`src/sv/fep_pkg.sv`:
```
// ----------------------------------------------------------------------------
// fep_pkg
// Shared widths, angle constants and rounding helpers for the Frenet error
// projection pipeline.
// ----------------------------------------------------------------------------
package fep_pkg;

    localparam int F      = 18;
    localparam int W      = 32;
    localparam int HW     = 21;
    localparam int NUM_IN = 9;

    localparam int IN_TDATA_W  = ((NUM_IN * W + 7) / 8) * 8;
    localparam int OUT_TDATA_W = ((W + HW + 7) / 8) * 8;

    localparam int DW    = W + 1;
    localparam int PW    = 2 * DW;
    localparam int SW    = PW + 1;
    localparam int RW    = SW - 1;
    localparam int AW    = W + 4;
    localparam int TW    = F + 1;
    localparam int QW    = F + 1;
    localparam int CW    = 34;
    localparam int CSH   = 30 - F;
    localparam int SCW   = F + 2;
    localparam int DXW   = DW + 1;
    localparam int RND_W = 72;

    localparam longint PI_Q30      = 64'sd3373259426;
    localparam longint HALF_PI_Q30 = PI_Q30 / 2;
    localparam longint GAIN_Q30    = 64'sd652032874;
    localparam int     CORDIC_N    = 30;
    localparam longint PI_Q        = (PI_Q30 + (longint'(1) << (29 - F))) >> (30 - F);
    localparam longint TWO_PI_Q    = 2 * PI_Q;
    localparam longint LEN2_EPS    = (longint'(1) << (2 * F)) / 64'sd1000000000000;

    function automatic longint cordic_atan(input int i);
        case (i)
            0: return 64'sd843314857;
            1: return 64'sd497837829;
            2: return 64'sd263043837;
            3: return 64'sd133525159;
            4: return 64'sd67021687;
            5: return 64'sd33543516;
            6: return 64'sd16775851;
            7: return 64'sd8388437;
            8: return 64'sd4194283;
            9: return 64'sd2097149;
            default: return longint'(1) << (30 - i);
        endcase
    endfunction

    // divide by 2^F, half away from zero
    function automatic logic signed [RND_W-1:0] round_f(input logic signed [RND_W-1:0] v);
        logic [RND_W-1:0] m;
        logic [RND_W-1:0] r;
        m = v[RND_W-1] ? -v : v;
        r = (m + (RND_W'(1) << (F - 1))) >> F;
        return v[RND_W-1] ? -$signed(r) : $signed(r);
    endfunction

endpackage

```
`src/sv/fep_wrap.sv`:
```
// ----------------------------------------------------------------------------
// fep_wrap
// Three-stage angle wrap into [-pi, pi] by reciprocal multiply and one
// remainder correction, with a side payload carried alongside.
// ----------------------------------------------------------------------------
module fep_wrap #(
    parameter int SIDE_W = 1
) (
    input  logic                             aclk,
    input  logic                             aresetn,
    input  logic                             en,
    input  logic                             in_valid,
    input  logic signed [fep_pkg::AW-1:0]    in_angle,
    input  logic        [SIDE_W-1:0]         in_side,
    output logic                             out_valid,
    output logic signed [fep_pkg::HW-1:0]    out_angle,
    output logic        [SIDE_W-1:0]         out_side
);
    import fep_pkg::*;

    localparam int     S     = AW + 1;
    localparam longint RECIP = (longint'(1) << S) / TWO_PI_Q;
    localparam int     MW    = $clog2(RECIP + 1);
    localparam int     QDW   = AW + MW - S;

    localparam logic        [MW-1:0] RECIP_V = MW'(RECIP);
    localparam logic        [AW-1:0] D_V     = AW'(TWO_PI_Q);
    localparam logic signed [AW-1:0] PI_M1   = AW'(PI_Q - 1);
    localparam logic signed [AW-1:0] NEG_PI  = AW'(-PI_Q);

    logic              v1_reg, v2_reg, v3_reg;
    logic [AW+MW-1:0]  prod_reg;
    logic [AW-1:0]     n_reg, rem_reg;
    logic              gt1_reg, gt2_reg;
    logic [SIDE_W-1:0] side1_reg, side2_reg, side3_reg;
    logic signed [HW-1:0] ang_reg;

    logic              gt;
    logic [AW-1:0]     n;
    logic [QDW-1:0]    q0;
    logic [AW-1:0]     qd;
    logic [AW-1:0]     r;
    logic signed [AW-1:0] res;

    always_comb begin
        gt = in_angle > NEG_PI;
        n  = gt ? AW'(in_angle + PI_M1) : AW'(PI_M1 - in_angle);
        q0 = prod_reg[AW+MW-1:S];
        qd = AW'(q0 * D_V);
        r  = (rem_reg >= D_V) ? rem_reg - D_V : rem_reg;
        res = gt2_reg ? $signed(r) - PI_M1 : PI_M1 - $signed(r);
    end

    always_ff @(posedge aclk) begin
        if (!aresetn) begin
            v1_reg <= 1'b0;
            v2_reg <= 1'b0;
            v3_reg <= 1'b0;
        end else if (en) begin
            v1_reg <= in_valid;
            v2_reg <= v1_reg;
            v3_reg <= v2_reg;
        end
    end

    always_ff @(posedge aclk) begin
        if (en) begin
            prod_reg  <= n * RECIP_V;
            n_reg     <= n;
            gt1_reg   <= gt;
            side1_reg <= in_side;
            rem_reg   <= n_reg - qd;
            gt2_reg   <= gt1_reg;
            side2_reg <= side1_reg;
            ang_reg   <= HW'(res);
            side3_reg <= side2_reg;
        end
    end

    assign out_valid = v3_reg;
    assign out_angle = ang_reg;
    assign out_side  = side3_reg;

endmodule

```
`config.mk`:
```
export PLATFORM = sky130hd
export DESIGN_NAME = fep_wrap
export DESIGN_NICKNAME = d
export VERILOG_FILES = /design/src/sv/fep_pkg.sv /design/src/sv/fep_wrap.sv
export SDC_FILE = /design/constraint.sdc
export NUM_CORES = 1
export LEC_CHECK = 0
export BUFFER_PORTS_ARGS = -buffer_cell sky130_fd_sc_hd__buf_2
export CORE_UTILIZATION = 70
export CTS_CLUSTER_SIZE = 20
export DETAILED_ROUTE_END_ITERATION = 8
export GPL_TIMING_DRIVEN = 0
export PLACE_DENSITY = 0.95
export SLEW_MARGIN = 20
export SYNTH_ARGS = -nofsm -noshare
export SYNTH_HDL_FRONTEND = slang
export SYNTH_SLANG_ARGS = --single-unit
```
`constraint.sdc`:
```
create_clock -name aclk -period 17.9 [get_ports aclk]
set_input_delay 0 -clock aclk [delete_from_list [all_inputs] [get_ports aclk]]
set_output_delay 0 -clock aclk [all_outputs]
set_load 0.02 [all_outputs]
```
==> qor.yml <==
drt:
  routed_via_density: 6.03
  vias: 17500
  route.detailed.drc: 0
  wire_per_inst_um: 19.5
  first_pass_iters: 7
  drt_iter0_markers: 1737
  ant_nets: 0
  wirelength_um: 56700
grt:
  grt_max_degree: 89
  antenna_found_initial: 0
  grt_usage_pct: 35.6
  first_global_vias: 18500
  grt_overflow: 0
  grt_first_pass_wirelength_um: 91700
synth:
  synthSimpleGateAreaFrac_pct: 8.03
  syn-cell-area_mm2: 0.0228
  yosys_warnings: 0
  synthXorXnorAreaFrac_pct: 7.02
  synthArstFlopShare_pct: 0
  synth_compound_area_share_pct: 10.9
  synth_top_flop_cell: "edfxtp_1"
  synthTopCellsByArea: "fa_1, ha_1, edfxtp_1, inv_1, xnor2_1"
  syn_nets: 3106
  muxShareOfSynthArea_pct: 0.549
  synth-seq-cells: 117
  synth.most_common_cell: "inv_1"
  synth_edf_count: 114
  yosys.area.top_type: "fa_1"
  ys_types: 86
  seq_area_frac_synth_pct: 15.3
  synthAdderAreaFrac_pct: 47.8
  synth_common_cells: "inv_1, ha_1, fa_1"
  synth_top_family_by_area: "adder cells"
  synthCells: 2375
  syn_avg_cell_area_um2: 9.59
  netlist.area_leader.share_pct: 26.0
setup_path:
  worstPathMaxFanout: 10
  arrival_ns: 9.95
  critPathMaxStageDelay_ns: 0.90
  ff2ff_setup_slack_ns: 9.14
  r2r_start: "prod_reg[51]"
  crit_path_frequent_cell: "fa_1"
  end_kind: "register"
  startpoint_type: "input pin"
  path_class: "in2reg"
  crit_slowest_cell: "xor2_1"
  ff2ff_path_depth: 26
  cp.required_ns: 18.13
  timing.rr.end: "rem_reg[35]"
hold_path:
  holdPathStages: 2
  hold_end: "n_reg[22]"
  worstHoldPathType: "in2reg"
  hold_path.startpoint: "in_angle[22]"
sta:
  final.setup.worst_slack_ns: 8.18
  slew_headroom_pct: 23.1
  hold_viol_final: 0
  setup_viol: 0
  min_period_ns: 9.72
  tightest_slew_ns: 1.15
  finalCritPeriodShare_pct: 54.3
  max_freq_ghz: 0.103
  finClkSkew_ns: 0.0157
  final.setup.tns_ns: 0
  slew_viol_final: 0
  rsz0062_at_grt: "no"
layout:
  postLayoutCoreUtil_pct: 76.7
  ff_latch_area_mm2: 0.00348
  instances_no_fill: 2899
  fin_nets: 3182
  drive_gt1_share_pct: 5.80
  syn_to_final_growth_pct: 7.11
  layout.filler_cells: 1940
  multi_input_comb_area_mm2: 0.0170
  n_antenna_cell: 0
die:
  row_count: 65
  start_util_pct: 71.6
  dieWidth_um: 182
  die_h_um: 182
  core_region_area_mm2: 0.0318
  fp.dieArea_mm2: 0.0333
  ios: 64
place:
  gp_congestion: 0.957
  io_buffers: 52
  dp_cells: 2863
  dp_worst_setup_slack_ns: 7.86
  hpwlAfterDp_um: 46400
clock_network:
  cts_setup_buffers: 0
  cts_buffers: 17
  path_clk_slew_ns: 0.06
  clkSinkCount: 117
  cts-root-buf: "clkbuf_16"
  cts_tree: "yes"
  clk_path_buf_depth: 2
  h-tree-depth: 4
  clock_latency_ns: 0.44
flow_run:
  cap_violations: 0
outcome:
  status: "finished, final reports clean"
==> layout make-up <==
type                    count  share of cell area (%)
plain buffers              38                   0.662
repair buffers             57                    1.37
clock buffers              18                    1.76
inverters                 585                    9.01
clock inverters            14                   0.816
flip-flops and latches    117                    14.3
multi-input cells        1635                    69.9
well taps                 435                    2.23
==> layout by cell type, fill, tap and decap left out, types with 19 or more instances in the layout <==
cell type / netlist / layout
inv_1: 584 / 584
a21o_1: 57 / 57
nand4_1: 23 / 23
xnor2_1: 127 / 116
clkbuf_1: 27 / 28
edfxtp_1: 114 / 114
a21oi_1: 120 / 120
nand3_1: 25 / 25
fa_1: 296 / 296
o21a_1: 19 / 19
nand2_1: 83 / 83
ha_1: 394 / 394
nor2_1: 99 / 99
o21ai_0: 75 / 75
nor3_1: 26 / 26
buf_2: 6 / 57
xor2_1: 50 / 46
nor2b_1: 21 / 21
==> how the worst max path moves through the flow <==
stage / startpoint / to / cells after the start
2_1_floorplan: in_angle[4] / prod_reg[43] / 32
4_1_cts: in_angle[18] / prod_reg[43] / 34
3_5_place_dp: in_angle[18] / prod_reg[43] / 34
6_report: in_angle[18] / prod_reg[50] / 35
5_1_grt: in_angle[18] / prod_reg[50] / 35
3_3_place_gp: in_angle[18] / prod_reg[50] / 34
==> routing by layer <==
| layer | vias up | wire length, um | track usage, % |
|---|---|---|---|
| met1 | 8384 | 21000 | 42.4 |
| met5 | - | 0 | 0 |
| met4 | 0 | 3500 | 20.6 |
| met3 | 285 | 3970 | 5.11 |
| met2 | 897 | 28100 | 61.8 |
| li1 | 7913 | - | - |
==> logic make-up after synthesis <==
family	after synthesis
simple gates	364
flops	117
xor+xnor	180
fa+ha+maj	694
compound gates	385
buf+inv	623
mux	12
==> what timing repair did <==
| item | in CTS | in global routing |
|---|---|---|
| gates resized for setup | 0 | 0 |
| endpoints found under the hold margin | 33 | 0 |
| hold buffers | 4 | 0 |
| setup endpoints to repair | 0 | 0 |
==> worst max-delay path: cells and delay by family <==
kind,cells,cell delay (ns)
simple gates,11,2.73
fa+ha+maj,7,3.38
xor+xnor,2,1.18
buf+inv,9,1.46
compound gates,6,1.18
==> per-stage QoR <==
| step | area [um^2] | hold WS [ns] |
|---|---|---|
| after floorplan | 22800 | 0.0989 |
| after global placement | 23600 | 0.189 |
| after detailed placement | 23700 | 0.178 |
| after CTS | 24300 | 0.156 |
| after global routing | 24400 | 0.189 |
| final | 24400 | 0.192 |
Power is left out: the tool's default activity adds up to more than one toggle a clock period on the data nets, which glitch-free logic cannot reach.
